`config.mk`:
```
export PLATFORM = sky130hd
export DESIGN_NAME = infix_expression_evaluator
export DESIGN_NICKNAME = d
export VERILOG_FILES = /design/src/rtl/iee_pkg.sv /design/src/rtl/iee_datapath.sv /design/src/rtl/iee_ctrl.sv /design/src/rtl/infix_expression_evaluator.sv
export SDC_FILE = /design/constraint.sdc
export NUM_CORES = 2
export LEC_CHECK = 0
export ABC_AREA = 1
export BUFFER_PORTS_ARGS = -buffer_cell sky130_fd_sc_hd__buf_2
export CORE_MARGIN = 2
export CORE_UTILIZATION = 27
export DETAILED_ROUTE_END_ITERATION = 8
export HOLD_SLACK_MARGIN = 0.02
export SLEW_MARGIN = 20
export SYNTH_ARGS = -nofsm -noshare
export SYNTH_HDL_FRONTEND = slang
export SYNTH_SLANG_ARGS = --single-unit
```
`constraint.sdc`:
```
create_clock -name clk -period 19.9 [get_ports clk]
set_input_delay 5.97 -clock clk [delete_from_list [all_inputs] [get_ports clk]]
set_output_delay 5.97 -clock clk [all_outputs]
set_load 0.02 [all_outputs]
```
`src/rtl/iee_pkg.sv`:
```
// Package: shared types, constants and command/status structs for the expression evaluator.
`default_nettype none
package iee_pkg;
    localparam int STACK_DEPTH = 4;
    localparam int SP_W = $clog2(STACK_DEPTH + 1);
    localparam int IDX_W = $clog2(STACK_DEPTH);

    typedef enum logic [1:0] {
        MODE_ADD = 2'd0,
        MODE_SUB = 2'd1,
        MODE_MUL = 2'd2,
        MODE_DIV = 2'd3
    } mode_t;

    typedef enum logic [6:0] {
        ST_IDLE   = 7'b0000001,
        ST_SCAN   = 7'b0000010,
        ST_ARITH  = 7'b0000100,
        ST_DIV    = 7'b0001000,
        ST_WRBACK = 7'b0010000,
        ST_PUSH   = 7'b0100000,
        ST_EMIT   = 7'b1000000
    } state_t;

    typedef struct packed {
        logic load;       // latch incoming request
        logic start_new;  // clear stacks and push number
        logic pop_op;     // pop operator, latch operands
        logic div_start;
        logic div_step;
        logic writeback;  // push arithmetic result
        logic push_item;  // push operator and number
        logic clear;      // end of expression
    } cmd_t;

    typedef struct packed {
        logic open_expr;
        logic first;
        logic last;
        logic ops_empty;
        logic reduce_ok;  // top operator ranks at or above incoming
        logic top_is_div;
        logic div_done;
    } status_t;

    function automatic logic rank_of(input logic [1:0] m);
        return m[1];
    endfunction
endpackage
`default_nettype wire

```
`src/rtl/iee_datapath.sv`:
```
// Datapath: request latch, operand and operator stacks, ALU and iterative divider.
`default_nettype none
module iee_datapath
    import iee_pkg::*;
(
    input  wire logic        clk,
    input  wire logic        rst_n,
    input  wire cmd_t        cmd,
    output status_t          sts,
    input  wire logic [35:0] in_data,
    input  wire logic        in_first,
    input  wire logic        in_last,
    output logic [31:0]      value,
    output logic             div_by_zero
);
    logic [31:0] opnd_reg [STACK_DEPTH];
    logic [1:0]  optr_reg [STACK_DEPTH];
    logic [SP_W-1:0] ocnt_reg, pcnt_reg;
    logic err_reg, first_reg, last_reg;
    logic [1:0] mode_reg;
    logic [31:0] num_reg;
    logic [31:0] lhs_reg, rhs_reg, res_reg;
    logic [1:0] op_reg;
    logic [31:0] rem_reg, quo_reg, dvs_reg;
    logic [5:0] dcnt_reg;
    logic neg_reg;

    logic [31:0] top_a;
    logic [31:0] ua, ub, arith;
    logic [32:0] trial;
    logic [SP_W-1:0] ocm1, ocm2, pcm1;

    assign ocm1 = ocnt_reg - SP_W'(1);
    assign ocm2 = ocnt_reg - SP_W'(2);
    assign pcm1 = pcnt_reg - SP_W'(1);
    assign top_a = opnd_reg[ocm1[IDX_W-1:0]];
    assign ua = lhs_reg[31] ? 32'd0 - lhs_reg : lhs_reg;
    assign ub = rhs_reg[31] ? 32'd0 - rhs_reg : rhs_reg;
    assign trial = {rem_reg, quo_reg[31]} - {1'b0, dvs_reg};

    always_comb
    begin
        case (op_reg)
            MODE_ADD: arith = lhs_reg + rhs_reg;
            MODE_SUB: arith = lhs_reg - rhs_reg;
            MODE_MUL: arith = 32'(lhs_reg * rhs_reg);
            default:  arith = 32'd0;
        endcase
    end

    assign sts.open_expr = ocnt_reg != '0;
    assign sts.first = first_reg;
    assign sts.last = last_reg;
    assign sts.ops_empty = pcnt_reg == '0;
    assign sts.reduce_ok = pcnt_reg != '0 &&
        rank_of(mode_reg) <= rank_of(optr_reg[pcm1[IDX_W-1:0]]);
    assign sts.top_is_div = op_reg == MODE_DIV;
    assign sts.div_done = dcnt_reg == 6'd0;

    assign value = err_reg ? 32'd0 : (ocnt_reg != '0 ? top_a : 32'd0);
    assign div_by_zero = err_reg;

    always_ff @(posedge clk)
    begin
        if (cmd.load)
        begin
            mode_reg <= in_data[1:0];
            num_reg <= in_data[33:2];
        end
        if (cmd.start_new)
            opnd_reg[0] <= num_reg;
        if (cmd.pop_op)
        begin
            op_reg <= optr_reg[pcm1[IDX_W-1:0]];
            rhs_reg <= top_a;
            lhs_reg <= opnd_reg[ocm2[IDX_W-1:0]];
        end
        if (cmd.div_start)
        begin
            rem_reg <= '0;
            quo_reg <= ua;
            dvs_reg <= ub;
            neg_reg <= lhs_reg[31] ^ rhs_reg[31];
        end
        if (cmd.div_step)
        begin
            if (!trial[32])
            begin
                rem_reg <= trial[31:0];
                quo_reg <= {quo_reg[30:0], 1'b1};
            end
            else
            begin
                rem_reg <= {rem_reg[30:0], quo_reg[31]};
                quo_reg <= {quo_reg[30:0], 1'b0};
            end
        end
        if (cmd.writeback)
            opnd_reg[ocm2[IDX_W-1:0]] <= res_reg;
        if (cmd.push_item)
        begin
            opnd_reg[ocnt_reg[IDX_W-1:0]] <= num_reg;
            optr_reg[pcnt_reg[IDX_W-1:0]] <= mode_reg;
        end
    end

    always_comb
    begin
        res_reg = op_reg == MODE_DIV ?
            (dvs_reg == 32'd0 ? 32'd0 : (neg_reg ? 32'd0 - quo_reg : quo_reg)) : arith;
    end

    always_ff @(posedge clk or negedge rst_n)
    begin
        if (!rst_n)
        begin
            ocnt_reg <= '0;
            pcnt_reg <= '0;
            err_reg <= 1'b0;
            first_reg <= 1'b0;
            last_reg <= 1'b0;
            dcnt_reg <= '0;
        end
        else
        begin
            if (cmd.load)
            begin
                first_reg <= in_first;
                last_reg <= in_last;
            end
            if (cmd.div_start)
                dcnt_reg <= 6'd32;
            else if (cmd.div_step && dcnt_reg != 6'd0)
                dcnt_reg <= dcnt_reg - 6'd1;
            if (cmd.div_start && ub == 32'd0)
                err_reg <= 1'b1;
            if (cmd.start_new)
            begin
                ocnt_reg <= SP_W'(1);
                pcnt_reg <= '0;
                err_reg <= 1'b0;
            end
            else if (cmd.clear)
            begin
                ocnt_reg <= '0;
                pcnt_reg <= '0;
                err_reg <= 1'b0;
            end
            else if (cmd.pop_op)
                pcnt_reg <= pcm1;
            else if (cmd.writeback)
                ocnt_reg <= ocm1;
            else if (cmd.push_item)
            begin
                ocnt_reg <= ocnt_reg + SP_W'(1);
                pcnt_reg <= pcnt_reg + SP_W'(1);
            end
        end
    end
endmodule
`default_nettype wire

```
`src/rtl/iee_ctrl.sv`:
```
// Controller: sequences load, reduction, division, push and emit.
`default_nettype none
module iee_ctrl
    import iee_pkg::*;
(
    input  wire logic    clk,
    input  wire logic    rst_n,
    input  wire status_t sts,
    output cmd_t         cmd,
    input  wire logic    s_tvalid,
    output logic         s_tready,
    output logic         m_tvalid,
    input  wire logic    m_tready
);
    state_t state_reg, state_next;
    logic drain_reg, drain_next;

    assign s_tready = state_reg == ST_IDLE;
    assign m_tvalid = state_reg == ST_EMIT;

    always_comb
    begin
        cmd = '0;
        state_next = state_reg;
        drain_next = drain_reg;
        case (state_reg)
            ST_IDLE:
            begin
                if (s_tvalid)
                begin
                    cmd.load = 1'b1;
                    drain_next = 1'b0;
                    state_next = ST_SCAN;
                end
            end
            ST_SCAN:
            begin
                if (sts.first || !sts.open_expr)
                begin
                    cmd.start_new = 1'b1;
                    drain_next = sts.last;
                    state_next = sts.last ? ST_PUSH : ST_IDLE;
                end
                else
                    state_next = ST_PUSH;
            end
            ST_PUSH:
            begin
                // reduce by rank, push the item, then on last drain the stack
                if (drain_reg && !sts.ops_empty)
                begin
                    cmd.pop_op = 1'b1;
                    state_next = ST_ARITH;
                end
                else if (drain_reg)
                    state_next = ST_EMIT;
                else if (sts.reduce_ok)
                begin
                    cmd.pop_op = 1'b1;
                    state_next = ST_ARITH;
                end
                else
                begin
                    cmd.push_item = 1'b1;
                    drain_next = sts.last;
                    state_next = sts.last ? ST_PUSH : ST_IDLE;
                end
            end
            ST_ARITH:
            begin
                if (sts.top_is_div)
                begin
                    cmd.div_start = 1'b1;
                    state_next = ST_DIV;
                end
                else
                    state_next = ST_WRBACK;
            end
            ST_DIV:
            begin
                cmd.div_step = 1'b1;
                if (sts.div_done)
                begin
                    cmd.div_step = 1'b0;
                    state_next = ST_WRBACK;
                end
            end
            ST_WRBACK:
            begin
                cmd.writeback = 1'b1;
                state_next = ST_PUSH;
            end
            ST_EMIT:
            begin
                if (m_tready)
                begin
                    cmd.clear = 1'b1;
                    drain_next = 1'b0;
                    state_next = ST_IDLE;
                end
            end
            default: state_next = ST_IDLE;
        endcase
    end

    always_ff @(posedge clk or negedge rst_n)
    begin
        if (!rst_n)
        begin
            state_reg <= ST_IDLE;
            drain_reg <= 1'b0;
        end
        else
        begin
            state_reg <= state_next;
            drain_reg <= drain_next;
        end
    end
endmodule
`default_nettype wire

```
`src/rtl/infix_expression_evaluator.sv`:
```
// Top level: infix integer expression evaluator with operand and operator stacks.
// Input stream s_*: one request per item, a leading number or an (operator, number) pair.
// s_tuser bit 0 is first; s_tlast ends the expression. Output stream m_*: one request
// per expression carrying value and div_by_zero.
// One request is taken at a time; s_tready is high only while idle.
// A leading number is loaded and then starts a new expression; a continuation item is
// loaded, scanned, then pushed after any reductions (pop, arith, writeback); a divide
// reduction adds the bit-serial restoring divider, one quotient bit a cycle.
// A final item is pushed, then the operator stack is drained with the same reductions;
// the result is then held on m_* until m_tready; while the receiver stalls, no new
// request is taken.
// Division by zero yields 0 for that step; the expression then reports value 0
// with div_by_zero set. Stack depth is STACK_DEPTH from the package.
// Reset clears both stack counts, the error flag and the controller; stack
// contents are not cleared and are never read before being written.
`default_nettype none
module infix_expression_evaluator
    import iee_pkg::*;
(
    input  wire logic        clk,
    input  wire logic        rst_n,
    input  wire logic        s_tvalid,
    output logic             s_tready,
    input  wire logic [39:0] s_tdata,   // [1:0] mode, [33:2] number, zero fill
    input  wire logic        s_tuser,   // [0] first
    input  wire logic        s_tlast,   // last
    output logic             m_tvalid,
    input  wire logic        m_tready,
    output logic [31:0]      m_tdata,   // [31:0] value
    output logic             m_tuser    // [0] div_by_zero
);
    cmd_t cmd;
    status_t sts;

    iee_ctrl u_ctrl (
        .clk(clk), .rst_n(rst_n), .sts(sts), .cmd(cmd),
        .s_tvalid(s_tvalid), .s_tready(s_tready),
        .m_tvalid(m_tvalid), .m_tready(m_tready)
    );

    iee_datapath u_dp (
        .clk(clk), .rst_n(rst_n), .cmd(cmd), .sts(sts),
        .in_data(s_tdata[35:0]), .in_first(s_tuser), .in_last(s_tlast),
        .value(m_tdata), .div_by_zero(m_tuser)
    );

    a_no_accept_while_busy: assert property (@(posedge clk) disable iff (!rst_n)
        m_tvalid |-> !s_tready) else $error("input taken during emit");
    a_hold_result: assert property (@(posedge clk) disable iff (!rst_n)
        m_tvalid && !m_tready |=> m_tvalid && $stable(m_tdata))
        else $error("result changed under stall");
    a_accept_leaves_idle: assert property (@(posedge clk) disable iff (!rst_n)
        s_tvalid && s_tready |=> !s_tready) else $error("second request too soon");
endmodule
`default_nettype wire
```
; ---- Word-level counts from Yosys, hierarchy flattened
; Memories as Yosys holds them, arrays and structs flattened. A register that Yosys moved wholly into a read port is not among the register bits.
; Cells that the tools add are included.
[totals]
wordCells = 154
inputBits = 46
memories = 2
ramBits = 136
reg_bits = 188
[classes]
n_bitwise = 1
addsub = 12
order_cmp = 1
n_eq_ne = 17
muxes = 77
n_reduce_logical = 27
n_mul = 1
[mem_list]
columns = name, depth, width, read_ports, rd_ports_with_merged_regs, wr, line
row1 = u_dp.opnd_reg, 4, 32, 2, 1, 1, iee_datapath.sv:16  ; logic [31:0] opnd_reg [STACK_DEPTH];
row2 = u_dp.optr_reg, 4, 2, 1, 0, 1, iee_datapath.sv:17  ; logic [1:0] optr_reg [STACK_DEPTH];
[op_table]
columns = cell, count
row1 = $mux W32, 14
row2 = $pmux W32 S3, 1
row3 = $sub A1 B32 Y32 const A, 3
row4 = $logic_not A32 Y1, 2
row5 = $reduce_or A32 Y1, 2
row6 = $mux W7, 7
row7 = $pmux W7 S7, 1
row8 = $mux W1, 37
row9 = $sub A33 B32 Y33, 1
row10 = $add A32 B32 Y32, 1
row11 = $mul A32 B32 Y32, 1
row12 = $sub A32 B32 Y32, 1
row13 = $mux W3, 10
row14 = $mux W6, 3
row15 = $reduce_bool A4 Y1, 3
row16 = $reduce_bool A3 Y1, 3
row17 = $eq A7 B1 Y1 const B, 1
row18 = $eq A7 B2 Y1 const B, 1
row19 = $eq A7 B3 Y1 const B, 1
row20 = $eq A7 B4 Y1 const B, 1
row21 = $eq A7 B5 Y1 const B, 1
row22 = $eq A7 B6 Y1 const B, 1
row23 = $eq A7 B7 Y1 const B, 1
row24 = $add A3 B1 Y3 const B, 2
row25 = other kinds (25), 37

; ---- Depth between registers and ports, before layout
; An unclocked memory read counts as a cell.
[logic_depth]
word_depth = 13
ltp_mapped = 34
ltp_nobuf = 32

; ---- Hierarchy
; A second synthesis with hierarchy kept.
[unflattened]
cells_unflattened = 5230
hier_area_um2 = 39953.3
[by_module_without_submodules]
columns = module, area_each_um2, seq_area_each_um2, cells_each, instances
row1 = iee_datapath, 39300.2, 10375.0, 5124, 1
row2 = iee_ctrl, 653.1, 201.4, 106, 1

; ---- Worst setup path after synthesis
; No wires, ideal clock.
[synth_timing]
path_type = register -> output
startpoint = register u_dp.ocnt_reg[0]
endpoint = output m_tdata[10]
path_buffers = 3
arrival_ns = 2.358
path_stages_with_launch = 11
setup_slack_ns = 11.572
path_cell_list = dfrtp_1 -> inv_1 -> clkbuf_1 -> clkbuf_1 -> ha_1 -> inv_2 -> buf_1 -> a21oi_1 -> a32oi_1 -> inv_1 -> nor2_1
[synth_via]
elab_chain_cells = 4
[synth_rtl]
columns = item, line
row1 = start: declaration, iee_datapath.sv:18  ; logic [SP_W-1:0] ocnt_reg, pcnt_reg;
row2 = start signal: assignment, iee_datapath.sv:152  ; ocnt_reg <= ocm1;
row3 = start signal: assignment, iee_datapath.sv:155  ; ocnt_reg <= ocnt_reg + SP_W'(1);
row4 = $sub A3 B1 Y3, iee_datapath.sv:33  ; assign ocm1 = ocnt_reg - SP_W'(1);
row5 = $mem_v2 Z4 W32, -
row6 = named net u_dp.top_a[10], iee_datapath.sv:28  ; logic [31:0] top_a;
row7 = $mux W32 (2 in a row), iee_datapath.sv:60  ; assign value = err_reg ? 32'd0 : (ocnt_reg != '0 ? top_a : 32'd0);
row8 = end: declaration, infix_expression_evaluator.sv:29  ; output logic [31:0] m_tdata,
; The timed path passes the listed nets, and every way through them passes these cells.

; ---- Final worst setup path
[layout_timing]
startpoint = register u_dp.ocnt_reg[0]
endpoint = output m_tdata[9]
; Same word-level chain as after synthesis.

==> out/metrics.cfg <==
[outcome]
status = finished clean

[worst_hold_path]
holdCritStartpoint = u_dp.dcnt_reg[2]
hold_path.class = flop to flop
hold_depth = 1
holdPathEnd = u_dp.dcnt_reg[2]

[worst_setup_path]
reg2reg_to = u_dp.opnd_reg[0][28]
cp_data_required_time_ns = 13.93
worstPathArrival_ns = 4.26
end_kind = output port
critical_path_class = flop to output port
critPathLaunchType = flop
crit_fanout = 68
reg2reg_setup_slack_ns = 11.86
timing.rr.start = u_dp.lhs_reg[17]
reg2reg_depth = 22

[finish]
drive_gt1_frac = 0.06084
final_area_um2 = 42440
final_nets = 5510
area_delta_synth_final_pct = 9.234
layout_common_cells = 1170 x nand2_1, 1015 x inv_1, 410 x fa_1
largest_register_ffs = 128
multiInputGateArea_um2 = 23470
regArea_um2 = 10580
fillCellCount = 15230
final_common_cell = nand2_1
final_cells = 6786

[synthesis]
synth_area_per_cell_um2 = 7.927
netlist.area_leader.share = 0.2574
synth_top_area_cell = edfxtp_1
yosys_register_bits = 356
netlist_area_um2 = 38850
synthCells = 4901
yosys_warnings = 0
synth_enable_flop_cells = 333
synth_cell_types = 66
ys_async_sr_fraction = 0.06461
syn-num-nets = 5559
yosysSeqAreaShare = 0.2722
synthFlopType = edfxtp_1
ys_top_cells_by_area = edfxtp_1 26%, fa_1 21%, nand2_1 11%

[clock_tree]
postCtsHoldBufs = 0
post_cts_buffers = 0
cts.repair.resized = 0
cts_buffers = 39
h-tree-depth = 2
cts_tree = done
clkLatencyLatePin_ns = 0.58
cts.path.max_buffers = 3
cts.sinks = 356
root_buffer = clkbuf_16
cts.clk_slew.worst_paths_ns = 0.06

[sta]
relSlewSlack = 0.3457
fin_tns_setup_ns = 0
period_needed_ns = 10.23
rsz0062_at_grt = no
hold_violations = 0
setup_viol = 0
drv_slew = 0
fin_crit_sh = 0.5139
finClkSkew_ns = 0.02811
tightest_slew_ns = 0.9815
fmax_mhz = 97.78

[drt]
post-route-drc-count = 0
drt_wl_total_um = 117200
via_per_inst = 4.696
drt-wirelength-per-cell_um = 17.28
drt_pass1_iterations = 6
first_iter_violations = 2935
ant_nets = 0
num_vias = 31870

[power]
total_leakage_power_nw = 20.99
vdd_drop_max_mv = 0.3225
power_density_nw_per_um2 = 157.0

[placement]
port_buffers = 74
dp_cells = 6713
gp_congestion = 0.9298
placed_cell_area_um2 = 41140
dp_hpwl_um = 86950

[flow_run]
max_cap_violations = 0

[global_route]
globalRouteOverflowTotal = 0
grt.total_usage = 0.1597
grt_max_degree = 107
antenna_found_initial = 1
grt_pass1_vias = 31830
grt_pass1_wl_um = 183100

[floorplan]
core_area_um2 = 143100
dieHeight_um = 383.3
die-area_um2 = 146900
rows = 139
initial_core_util = 0.2714
ioPinCount = 81
die_w_um = 383.3

-- report_power, final --
part           leakage (nW)  internal, mW  switching, mW
clock network         0.600         0.405          0.316
registers              3.41         0.977         0.0595
logic                  17.0          1.66           3.24
-- worst max-delay path, cell delays in order (launching register included) --
cell and delay (ns):
dfrtp_4 0.83, clkinv_2 0.49, ha_1 0.46, inv_2 0.32, buf_4 0.53, a21oi_1 0.08
a32oi_1 0.44, inv_1 0.20, nor2_1 0.12, buf_2 0.17
-- stage by stage --
stage	hold slack, ns	setup WS, ns	util	total power, mW
2_1_floorplan	0.4587	11.57	-	4.385
3_3_place_gp	0.4863	10.37	0.2874	5.878
3_5_place_dp	0.4978	10.33	0.2874	5.905
4_1_cts	0.5056	9.690	0.2963	6.672
5_1_grt	0.5328	9.333	0.2965	7.344
6_report	0.5112	9.673	0.2965	6.663
-- Yosys cell counts, drive strengths merged (13+ instances only) --
| cell type | count |
|---|---|
| dfrtp | 22 |
| nand4 | 37 |
| nor3 | 54 |
| o21bai | 14 |
| a21oi | 206 |
| xnor2 | 30 |
| o22ai | 37 |
| nor4 | 14 |
| fa | 410 |
| nand3 | 144 |
| edfxtp | 333 |
| nor2 | 394 |
| a31oi | 14 |
| xor2 | 72 |
| a32oi | 32 |
| a21o | 20 |
| clkbuf | 136 |
| or2 | 15 |
| o21ai | 341 |
| inv | 1025 |
| ha | 202 |
| nand3b | 13 |
| nand2 | 1185 |
| buf | 92 |
-- logic make-up (layout without fill, tap and decap cells) --
kind of cell,Yosys count,count (layout),synth area share
AND/OR/NAND/NOR,1860,1860,0.1988
other,0,1,0
flip-flops,356,356,0.2722
adder cells (fa/ha/maj),612,612,0.2763
XOR/XNOR,102,102,0.02299
buffers and inverters,1255,1236,0.1250
AO/OA/AOI/OAI,716,716,0.1046
-- area by class of cell --
class	count	area share
multi-input combinational	3290	0.5531
tap	1903	0.05611
clock inverter	31	0.007047
clock buffer	40	0.02309
sequential	356	0.2493
timing repair buffer	138	0.02034
inverter	1027	0.09090
antenna	1	0.00005897
-- layer usage --
metal | up-vias | wire length (um) | track usage
met5 | - | 0 | 0
met4 | 0 | 3810 | 0.05038
met3 | 149 | 6991 | 0.01568
met2 | 971 | 55400 | 0.2712
met1 | 15540 | 51020 | 0.2133
li1 | 15210 | - | -
-- worst max path at each step --
stage               cells after the start  slack, ns          end        startpoint
floorplan                              10      11.57  m_tdata[10]  u_dp.ocnt_reg[0]
global placement                        9      10.37   m_tdata[1]  u_dp.ocnt_reg[0]
detailed placement                      9      10.33   m_tdata[1]  u_dp.ocnt_reg[0]
CTS                                     9       9.69   m_tdata[1]  u_dp.ocnt_reg[0]
global route                            9       9.33   m_tdata[1]  u_dp.ocnt_reg[0]
finish                                  9       9.67   m_tdata[9]  u_dp.ocnt_reg[0]
No activity file was read; power rests on OpenSTA's default activity.
